$ cat src/design/assert_macros.svh
// Assertion helpers; build with NO_ASSERTIONS defined to drop them.
`ifndef ASSERT_MACROS_SVH
`define ASSERT_MACROS_SVH
`ifndef NO_ASSERTIONS
`define ASSERT_IMPLY(lbl, clk, rst, ante, cons) \
   lbl: assert property (@(posedge clk) disable iff (rst) (ante) |-> (cons)) \
      else $error("same-cycle check failed");
`define ASSERT_NEXT(lbl, clk, rst, ante, cons) \
   lbl: assert property (@(posedge clk) disable iff (rst) (ante) |=> (cons)) \
      else $error("next-cycle check failed");
`else
`define ASSERT_IMPLY(lbl, clk, rst, ante, cons)
`define ASSERT_NEXT(lbl, clk, rst, ante, cons)
`endif
`endif

$ cat src/design/kkg_pkg.sv
`timescale 1ns / 1ps
package kkg_pkg;

   localparam int MAX_ORDER   = 31;
   localparam int STORE_DEPTH = MAX_ORDER + 1;
   localparam int ADDR_W      = $clog2(STORE_DEPTH);
   localparam int ORDER_W     = 5;
   localparam int COEF_W      = 32;

   typedef enum logic [3:0] {
      S_IDLE, S_CHECK, S_CLEAR, S_ROWTEST, S_P0, S_P1, S_WALK, S_DTEST,
      S_E0, S_E1, S_ERR
   } step_type;

   typedef enum logic [1:0] {WAIT_NONE, WAIT_REQ, WAIT_SLOT} wait_type;

   typedef enum logic [2:0] {
      C_NEVER, C_BAD, C_IDX_END, C_ROW_END, C_PASS_END, C_RA_LIM
   } cond_type;

   typedef enum logic [1:0] {IDX_HOLD, IDX_ZERO, IDX_ONE, IDX_INC} idx_op_type;
   typedef enum logic [1:0] {RD_NONE, RD_ZERO, RD_IDX} rd_type;
   typedef enum logic [1:0] {WR_NONE, WR_INIT, WR_ALU} wr_type;
   typedef enum logic [1:0] {OUT_NONE, OUT_TAP, OUT_ERR} out_type;
   typedef enum logic {MODE_ADD, MODE_SUB} mode_type;

   typedef struct packed {
      wait_type   wait_on;
      cond_type   cond;
      logic       br_ret;
      step_type   br_step;
      step_type   next_step;
      idx_op_type idx_op;
      rd_type     rd_sel;
      wr_type     wr_sel;
      out_type    out_sel;
      logic       latch_req;
      logic       clr_counts;
      logic       row_setup;
      logic       pass_setup;
      logic       load_prev;
      logic       load_ra;
      logic       call;
   } ucode_type;

   typedef struct packed {
      logic req_valid;
      logic slot_free;
      logic bad;
      logic idx_end;
      logic row_end;
      logic pass_end;
      logic ra_lim;
   } status_type;

   // Microprogram. Pascal rows and differencing passes share the P0/P1/WALK
   // subroutine; ROWTEST and DTEST call it and WALK returns to the caller.
   function automatic ucode_type ucode_rom(input step_type step);
      ucode_type w;
      w = '0;
      case (step)
         S_IDLE: begin
            w.wait_on   = WAIT_REQ;
            w.latch_req = 1'b1;
            w.next_step = S_CHECK;
         end
         S_CHECK: begin
            w.cond       = C_BAD;
            w.br_step    = S_ERR;
            w.next_step  = S_CLEAR;
            w.idx_op     = IDX_ZERO;
            w.clr_counts = 1'b1;
         end
         S_CLEAR: begin
            w.wr_sel    = WR_INIT;
            w.idx_op    = IDX_INC;
            w.cond      = C_IDX_END;
            w.br_step   = S_ROWTEST;
            w.next_step = S_CLEAR;
         end
         S_ROWTEST: begin
            w.cond      = C_ROW_END;
            w.br_step   = S_DTEST;
            w.next_step = S_P0;
            w.row_setup = 1'b1;
            w.call      = 1'b1;
         end
         S_P0: begin
            w.rd_sel    = RD_ZERO;
            w.idx_op    = IDX_ONE;
            w.next_step = S_P1;
         end
         S_P1: begin
            w.load_prev = 1'b1;
            w.rd_sel    = RD_IDX;
            w.load_ra   = 1'b1;
            w.idx_op    = IDX_INC;
            w.next_step = S_WALK;
         end
         S_WALK: begin
            w.wr_sel    = WR_ALU;
            w.load_prev = 1'b1;
            w.rd_sel    = RD_IDX;
            w.load_ra   = 1'b1;
            w.idx_op    = IDX_INC;
            w.cond      = C_RA_LIM;
            w.br_ret    = 1'b1;
            w.next_step = S_WALK;
         end
         S_DTEST: begin
            w.cond       = C_PASS_END;
            w.br_step    = S_E0;
            w.next_step  = S_P0;
            w.pass_setup = 1'b1;
            w.call       = 1'b1;
            w.idx_op     = IDX_ZERO;
         end
         S_E0: begin
            w.rd_sel    = RD_IDX;
            w.next_step = S_E1;
         end
         S_E1: begin
            w.wait_on   = WAIT_SLOT;
            w.out_sel   = OUT_TAP;
            w.idx_op    = IDX_INC;
            w.cond      = C_IDX_END;
            w.br_step   = S_IDLE;
            w.next_step = S_E0;
         end
         S_ERR: begin
            w.wait_on   = WAIT_SLOT;
            w.out_sel   = OUT_ERR;
            w.next_step = S_IDLE;
         end
         default: begin
            w.next_step = S_IDLE;
         end
      endcase
      return w;
   endfunction

endpackage

$ cat src/design/kkg_ram.sv
`timescale 1ns / 1ps
module kkg_ram #(
   parameter int WIDTH = 32,
   parameter int DEPTH = 32
) (
   input  logic                     clock,
   input  logic                     wr_en,
   input  logic [$clog2(DEPTH)-1:0] wr_addr,
   input  logic [WIDTH-1:0]         wr_data,
   input  logic                     rd_en,
   input  logic [$clog2(DEPTH)-1:0] rd_addr,
   output logic [WIDTH-1:0]         rd_data
);

   logic [WIDTH-1:0] mem_ff [DEPTH];

   always_ff @(posedge clock) begin
      if (wr_en) begin
         mem_ff[wr_addr] <= wr_data;
      end
      if (rd_en) begin
         rd_data <= mem_ff[rd_addr];
      end
   end

endmodule

$ cat src/design/kkg_sequencer.sv
`timescale 1ns / 1ps
module kkg_sequencer (
   input  logic               clock,
   input  logic               reset,
   input  kkg_pkg::status_type status,
   output kkg_pkg::ucode_type  ctl,
   output logic               go
);
   import kkg_pkg::*;

   step_type step_ff, step_in;
   step_type ret_ff, ret_in;
   logic     cond_true;

   // control word for the current step
   always_comb begin
      ctl = ucode_rom(step_ff);
   end

   always_comb begin
      case (ctl.wait_on)
         WAIT_REQ:  go = status.req_valid;
         WAIT_SLOT: go = status.slot_free;
         default:   go = 1'b1;
      endcase
      case (ctl.cond)
         C_BAD:      cond_true = status.bad;
         C_IDX_END:  cond_true = status.idx_end;
         C_ROW_END:  cond_true = status.row_end;
         C_PASS_END: cond_true = status.pass_end;
         C_RA_LIM:   cond_true = status.ra_lim;
         default:    cond_true = 1'b0;
      endcase
   end

   always_comb begin
      step_in = step_ff;
      ret_in  = ret_ff;
      if (go) begin
         if (cond_true) begin
            step_in = ctl.br_ret ? ret_ff : ctl.br_step;
         end else begin
            step_in = ctl.next_step;
         end
         if (ctl.call) begin
            ret_in = step_ff;
         end
      end
   end

   always_ff @(posedge clock) begin
      if (reset) begin
         step_ff <= S_IDLE;
         ret_ff  <= S_IDLE;
      end else begin
         step_ff <= step_in;
         ret_ff  <= ret_in;
      end
   end

endmodule

$ cat src/design/kkg_datapath.sv
`timescale 1ns / 1ps
module kkg_datapath (
   input  logic                               clock,
   input  logic                               reset,
   input  kkg_pkg::ucode_type                 ctl,
   input  logic                               go,
   output kkg_pkg::status_type                status,
   input  logic                               req_valid,
   output logic                               req_stall,
   input  logic [kkg_pkg::ORDER_W-1:0]        req_order,
   input  logic [kkg_pkg::ORDER_W-1:0]        req_degree,
   output logic                               rsp_valid,
   input  logic                               rsp_stall,
   output logic signed [kkg_pkg::COEF_W-1:0]  rsp_coefficient,
   output logic [kkg_pkg::ORDER_W-1:0]        rsp_tap_index,
   output logic                               rsp_last,
   output logic                               rsp_error
);
   import kkg_pkg::*;

   logic [ORDER_W-1:0] order_ff, order_in;
   logic [ORDER_W-1:0] degree_ff, degree_in;
   logic [ORDER_W-1:0] cnt_ff, cnt_in;
   logic [ORDER_W-1:0] pass_ff, pass_in;
   logic [ADDR_W-1:0]  idx_ff, idx_in;
   logic [ADDR_W-1:0]  ra_ff, ra_in;
   logic [ADDR_W-1:0]  lim_ff, lim_in;
   mode_type           mode_ff, mode_in;
   logic [COEF_W-1:0]  prev_ff, prev_in;

   logic               rsp_valid_ff, rsp_valid_in;
   logic [COEF_W-1:0]  rsp_coef_ff, rsp_coef_in;
   logic [ORDER_W-1:0] rsp_tap_ff, rsp_tap_in;
   logic               rsp_last_ff, rsp_last_in;
   logic               rsp_error_ff, rsp_error_in;

   logic [ORDER_W-1:0] m_diff;
   logic [COEF_W-1:0]  alu;
   logic               wr_en, rd_en;
   logic [ADDR_W-1:0]  wr_addr, rd_addr;
   logic [COEF_W-1:0]  wr_data, rd_data;

   kkg_ram #(
      .WIDTH (COEF_W),
      .DEPTH (STORE_DEPTH)
   ) u_store (
      .clock   (clock),
      .wr_en   (wr_en),
      .wr_addr (wr_addr),
      .wr_data (wr_data),
      .rd_en   (rd_en),
      .rd_addr (rd_addr),
      .rd_data (rd_data)
   );

   assign m_diff = order_ff - degree_ff;
   assign alu    = (mode_ff == MODE_ADD) ? rd_data + prev_ff : rd_data - prev_ff;

   always_comb begin
      status.req_valid = req_valid;
      status.slot_free = !rsp_valid_ff || !rsp_stall;
      status.bad       = (degree_ff > order_ff) || (int'(order_ff) > MAX_ORDER);
      status.idx_end   = (idx_ff == ADDR_W'(order_ff));
      status.row_end   = (cnt_ff == m_diff);
      status.pass_end  = (pass_ff == degree_ff);
      status.ra_lim    = (ra_ff == lim_ff);
   end

   assign req_stall = (ctl.wait_on != WAIT_REQ);

   // store port: clear writes at idx, passes write back at the address read last cycle
   always_comb begin
      wr_en   = go && (ctl.wr_sel != WR_NONE);
      rd_en   = go && (ctl.rd_sel != RD_NONE);
      wr_addr = (ctl.wr_sel == WR_ALU) ? ra_ff : idx_ff;
      if (ctl.wr_sel == WR_ALU) begin
         wr_data = alu;
      end else begin
         wr_data = (idx_ff == '0) ? COEF_W'(1) : '0;
      end
      rd_addr = (ctl.rd_sel == RD_ZERO) ? '0 : idx_ff;
   end

   always_comb begin
      order_in     = order_ff;
      degree_in    = degree_ff;
      cnt_in       = cnt_ff;
      pass_in      = pass_ff;
      idx_in       = idx_ff;
      ra_in        = ra_ff;
      lim_in       = lim_ff;
      mode_in      = mode_ff;
      prev_in      = prev_ff;
      rsp_valid_in = rsp_valid_ff && rsp_stall;
      rsp_coef_in  = rsp_coef_ff;
      rsp_tap_in   = rsp_tap_ff;
      rsp_last_in  = rsp_last_ff;
      rsp_error_in = rsp_error_ff;
      if (go) begin
         if (ctl.latch_req) begin
            order_in  = req_order;
            degree_in = req_degree;
         end
         if (ctl.clr_counts) begin
            cnt_in  = '0;
            pass_in = '0;
         end
         if (ctl.row_setup) begin
            cnt_in  = cnt_ff + 1'b1;
            lim_in  = ADDR_W'(cnt_ff + 1'b1);
            mode_in = MODE_ADD;
         end
         if (ctl.pass_setup) begin
            pass_in = pass_ff + 1'b1;
            lim_in  = ADDR_W'(order_ff);
            mode_in = MODE_SUB;
         end
         case (ctl.idx_op)
            IDX_ZERO: idx_in = '0;
            IDX_ONE:  idx_in = ADDR_W'(1);
            IDX_INC:  idx_in = idx_ff + 1'b1;
            default:  idx_in = idx_ff;
         endcase
         if (ctl.load_prev) begin
            prev_in = rd_data;
         end
         if (ctl.load_ra) begin
            ra_in = idx_ff;
         end
         case (ctl.out_sel)
            OUT_TAP: begin
               rsp_valid_in = 1'b1;
               rsp_coef_in  = rd_data;
               rsp_tap_in   = ORDER_W'(idx_ff);
               rsp_last_in  = status.idx_end;
               rsp_error_in = 1'b0;
            end
            OUT_ERR: begin
               rsp_valid_in = 1'b1;
               rsp_coef_in  = '0;
               rsp_tap_in   = '0;
               rsp_last_in  = 1'b1;
               rsp_error_in = 1'b1;
            end
            default: begin
            end
         endcase
      end
   end

   always_ff @(posedge clock) begin
      if (reset) begin
         rsp_valid_ff <= 1'b0;
      end else begin
         rsp_valid_ff <= rsp_valid_in;
      end
      order_ff     <= order_in;
      degree_ff    <= degree_in;
      cnt_ff       <= cnt_in;
      pass_ff      <= pass_in;
      idx_ff       <= idx_in;
      ra_ff        <= ra_in;
      lim_ff       <= lim_in;
      mode_ff      <= mode_in;
      prev_ff      <= prev_in;
      rsp_coef_ff  <= rsp_coef_in;
      rsp_tap_ff   <= rsp_tap_in;
      rsp_last_ff  <= rsp_last_in;
      rsp_error_ff <= rsp_error_in;
   end

   assign rsp_valid       = rsp_valid_ff;
   assign rsp_coefficient = signed'(rsp_coef_ff);
   assign rsp_tap_index   = rsp_tap_ff;
   assign rsp_last        = rsp_last_ff;
   assign rsp_error       = rsp_error_ff;

endmodule

$ cat src/design/krawtchouk_kernel_generator.sv
`timescale 1ns / 1ps
// Krawtchouk binomial-difference kernel generator.
// Request channel (req_*): order and degree; a transfer happens when req_valid
// is high and req_stall low. req_stall is low only while the block is idle.
// Response channel (rsp_*): order+1 coefficients, tap 0 first, rsp_last on the
// final one. degree > order gives a single transfer with rsp_error set.
// Work runs as a microprogram over one 32-word store with one adder: accept,
// check, clear entries 0..order, build Pascal rows r=1..m with m = order-degree,
// run degree differencing passes, then emit the taps one by one.
// One request is processed at a time.
// A stalled response holds its register and the sequencer waits on it;
// nothing is dropped. Synchronous active-high reset returns the sequencer to
// idle and empties the response register; the store needs no clearing since
// every request rewrites the entries it reads.
`include "assert_macros.svh"
module krawtchouk_kernel_generator (
   input  logic                               clock,
   input  logic                               reset,
   input  logic                               req_valid,
   output logic                               req_stall,
   input  logic [kkg_pkg::ORDER_W-1:0]        req_order,
   input  logic [kkg_pkg::ORDER_W-1:0]        req_degree,
   output logic                               rsp_valid,
   input  logic                               rsp_stall,
   output logic signed [kkg_pkg::COEF_W-1:0]  rsp_coefficient,
   output logic [kkg_pkg::ORDER_W-1:0]        rsp_tap_index,
   output logic                               rsp_last,
   output logic                               rsp_error
);
   import kkg_pkg::*;

   ucode_type  ctl;
   status_type status;
   logic       go;
   logic       err_shape_ok;

   kkg_sequencer u_seq (
      .clock  (clock),
      .reset  (reset),
      .status (status),
      .ctl    (ctl),
      .go     (go)
   );

   kkg_datapath u_dp (
      .clock           (clock),
      .reset           (reset),
      .ctl             (ctl),
      .go              (go),
      .status          (status),
      .req_valid       (req_valid),
      .req_stall       (req_stall),
      .req_order       (req_order),
      .req_degree      (req_degree),
      .rsp_valid       (rsp_valid),
      .rsp_stall       (rsp_stall),
      .rsp_coefficient (rsp_coefficient),
      .rsp_tap_index   (rsp_tap_index),
      .rsp_last        (rsp_last),
      .rsp_error       (rsp_error)
   );

   assign err_shape_ok = rsp_last && (rsp_coefficient == '0) && (rsp_tap_index == '0);

   // error result carries no kernel
   `ASSERT_IMPLY(a_err_shape, clock, reset, rsp_valid && rsp_error, err_shape_ok)
   // the block leaves idle right after a request transfer
   `ASSERT_NEXT(a_busy_after_req, clock, reset, req_valid && !req_stall, req_stall)
   // mid-kernel results only appear while the request is still being worked
   `ASSERT_IMPLY(a_mid_kernel_busy, clock, reset, rsp_valid && !rsp_last, req_stall)

endmodule
$ cat config.mk
export PLATFORM = sky130hd
export DESIGN_NAME = krawtchouk_kernel_generator
export DESIGN_NICKNAME = d
export VERILOG_FILES = /design/src/design/kkg_pkg.sv /design/src/design/kkg_ram.sv /design/src/design/kkg_sequencer.sv /design/src/design/kkg_datapath.sv /design/src/design/krawtchouk_kernel_generator.sv
export VERILOG_INCLUDE_DIRS = /design/src /design/src/design
export SDC_FILE = /design/constraint.sdc
export NUM_CORES = 2
export LEC_CHECK = 0
export BUFFER_PORTS_ARGS = -buffer_cell sky130_fd_sc_hd__buf_2
export CAP_MARGIN = 30
export CORE_MARGIN = 1.5
export CORE_UTILIZATION = 57
export CTS_CLUSTER_SIZE = 10
export DETAILED_ROUTE_END_ITERATION = 6
export PLACE_DENSITY = 0.83
export SYNTH_ARGS = -nofsm -noshare
export SYNTH_HDL_FRONTEND = slang
export SYNTH_HIERARCHICAL = 1
export SYNTH_SLANG_ARGS = --single-unit
$ cat constraint.sdc
create_clock -name clock -period 5.8 [get_ports clock]
set_input_delay 0.29 -clock clock [delete_from_list [all_inputs] [get_ports clock]]
set_output_delay 0.29 -clock clock [all_outputs]
set_load 0.01 [all_outputs]
==> out/qor.yml <==
outcome:
  status: "finished, final reports clean"
pwr:
  pwr-share-seq: 0.418
  power_frac_clock: 0.307
  power_density_mw_per_mm2: 441
  comb_power_share: 0.275
  power_leakage_nw: 17.2
  vdd_drop_max_uv: 389
  switchingPower_mw: 7.62
  netSwitchingFraction: 0.316
  p_int_mw: 16.5
die:
  coreArea_mm2: 0.0840
  die_area_mm2: 0.0870
  initial_core_util: 0.579
  die_y_um: 295
  boundaryPins: 55
  placementRows: 106
  die_w_um: 295
global_route:
  grt_max_degree: 88
  grt_pass1_vias: 27700
  grt.total_usage: 0.272
  grt_util_met2: 0.445
  grt_pass1_wl_um: 172000
  grt_use_met3: 0.0568
  use_met1: 0.351
  antenna_found_initial: 2
  grt_overflow: 0
  busiest_layer: "met2"
worst_setup_path:
  slowest_stage: "nand2_1"
  cpMostUsedCell: "nand2_1"
  crit_path_end_kind: "flip-flop"
  cp.arrival_ns: 5.50
  slowest_delay_ns: 0.75
  crit_path_max_fanout: 32
  cp-start-kind: "flip-flop"
  startpoint: "u_dp/prev_ff[2]$_DFFE_PP_"
  path_class: "flip-flop to flip-flop"
  cp.required_ns: 6.17
  cp_cell_sequence: "or4_4 -> nor3_1 -> nand2_1 -> nor2_1 -> a21oi_1 -> xnor2_1 -> ha_1 -> nand3_1 -> o22ai_1 -> or3_1 -> o21ai_1 -> o21ai_0 -> a221oi_1 -> nand4_1 -> nand2_1"
  r2r-start: "u_dp/prev_ff[2]$_DFFE_PP_"
synth:
  syn_area_mm2: 0.0486
  avgSynthCellArea_um2: 16.0
  netlist_instances: 3042
  synthesis.nets: 3103
  yosys_warnings: 6
sta:
  period_needed_ns: 5.13
  drv_slew: 0
  hold_viol_final: 0
  finalSetupTns_ns: 0
  post-route-period-util: 0.884
  skew_ns: 0.0228
  setup_viol: 0
  max_clock_freq_mhz: 195
  tightestPinTransition_ns: 1.05
  slew-limit-headroom: 0.303
  rsz0062_at_grt: "no"
cts:
  cts_setup_buffers: 0
  htree_num_levels: 4
  cts_resized: 0
  clk_latency_ns: 0.72
  clock-sinks: 1172
  clkTransAtPathRegs_ns: 0.06
  cts_tree: "done"
  cts_buffer_depth: 3
  clockRootBuffer: "clkbuf_16"
  cts_made_buffers: 136
placed_design:
  gp_congestion: 0.865
  post-dp-hpwl_um: 64700
  io_buffer_count: 54
  placedInstanceArea_mm2: 0.0508
detailed_routing:
  drc: 0
  firstDrtPassIters: 5
  drt-wirelength-per-cell_um: 27.1
  wl_um: 118000
  vias: 28200
  initialDrtViolationCount: 3622
  avgViaCountPerCell: 6.47
  ant_nets: 0
finish:
  nNetsFinal: 3267
  drive_gt1_frac: 0.127
  syn2layout_area_growth_pct: 12.5
  finalInstanceArea_mm2: 0.0547
  fillers: 5340
flow_run:
  cap_viol_max_count: 0
min_path:
  min_from: "req_order[1]"
  hold_path_class: "input port to flip-flop"
-- worst max-delay path: cells and delay by family, from the launching register on --
kind / cells / cell delay (ns)
adders and majority gates: 1 / 0.36
DFF: 1 / 0.48
AOI/OAI and AO/OA: 5 / 1.37
and+or+nand+nor: 8 / 2.43
xor gates and xnor gates: 1 / 0.14
-- through the flow --
| step | setup slack [ns] | power, mW | cells | hold slack (ns) | util |
|---|---|---|---|---|---|
| final | 0.671 | 24.1 | 4366 | 0.299 | 0.651 |
| after global routing | 0.299 | 24.8 | 4364 | 0.296 | 0.651 |
| after CTS | 0.758 | 24.0 | 4362 | 0.260 | 0.651 |
| after detailed placement | 0.794 | 16.6 | 4186 | 0.458 | 0.605 |
| after global placement | 0.894 | 16.5 | 4183 | 0.451 | 0.604 |
| after floorplan | 0.501 | 14.7 | 3042 | 0.362 | - |
-- timing repair --
item                                    in CTS  in global routing
endpoints found under the setup margin       0                  0
hold buffers                                14                  0
hold endpoints to repair                    19                  0
-- power groups by stage --
stage	registers, mW	clock network, mW	logic [mW]
2_1_floorplan	10.1	0	4.58
3_3_place_gp	10.2	0	6.26
3_5_place_dp	10.2	0	6.37
4_1_cts	10.1	7.45	6.44
5_1_grt	10.1	7.76	6.93
6_report	10.1	7.38	6.63
-- flip-flops by register name (all words and copies together), names as in the netlist, 32 cells and up --
register,cells
u_dp/u_store/mem_ff,1024
u_dp/rsp_coefficient,32
u_dp/prev_ff,32
u_dp/u_store/rd_data,32
-- path summary, 6_finish.rpt --
check | slack, ns | cells past startpoint | end
hold reg to reg | 0.47 | 2 | u_seq/ret_ff[0]$_SDFFE_PP0P_
hold / removal | 0.30 | 2 | u_dp/order_ff[1]$_DFFE_PP_
setup / recovery | 0.67 | 15 | u_dp/u_store/mem_ff[27][24]$_DFFE_PP_
setup reg to reg | 0.67 | 15 | u_dp/u_store/mem_ff[27][24]$_DFFE_PP_
-- metal layers --
layer,vias up,part of all wire
met1,14000,0.37
met3,351,0.11
met2,1797,0.48
met5,-,0
li1,12100,-
met4,0,0.043
-- layout by cell type (no fill, tap or decap), drive strengths merged, types with 5 or more instances in the layout --
master / count
ha: 45
nor2b: 43
nor2: 107
and2: 22
nand3: 116
inv: 49
nand4: 11
clkinv: 5
mux2i: 515
nand3b: 7
nor3: 58
xnor2: 60
xor2: 21
nand2: 145
or3b: 5
nor4: 7
clkbuf: 150
dlygate4sd3: 14
a22o: 64
a31oi: 41
a21o: 19
o21a: 13
buf: 175
o21ai: 28
nand2b: 13
edfxtp: 1163
a21oi: 155
dfxtp: 9
and3: 9
or3: 7
or4: 5
mux2: 5
a22oi: 97
-- area by class of cell --
type	count	area, µm²	area share
Inverter	43	161	0.00295
Timing Repair Buffer	189	1570	0.0288
Tap cell	1134	1420	0.0260
Clock buffer	150	3550	0.0650
Sequential cell	1172	35100	0.642
Clock inverter	12	140	0.00256
Multi-Input combinational cell	1664	12700	0.233
Antenna cell	2	5.00	0.0000916
Note: power is estimated with default switching activity, not from simulation.
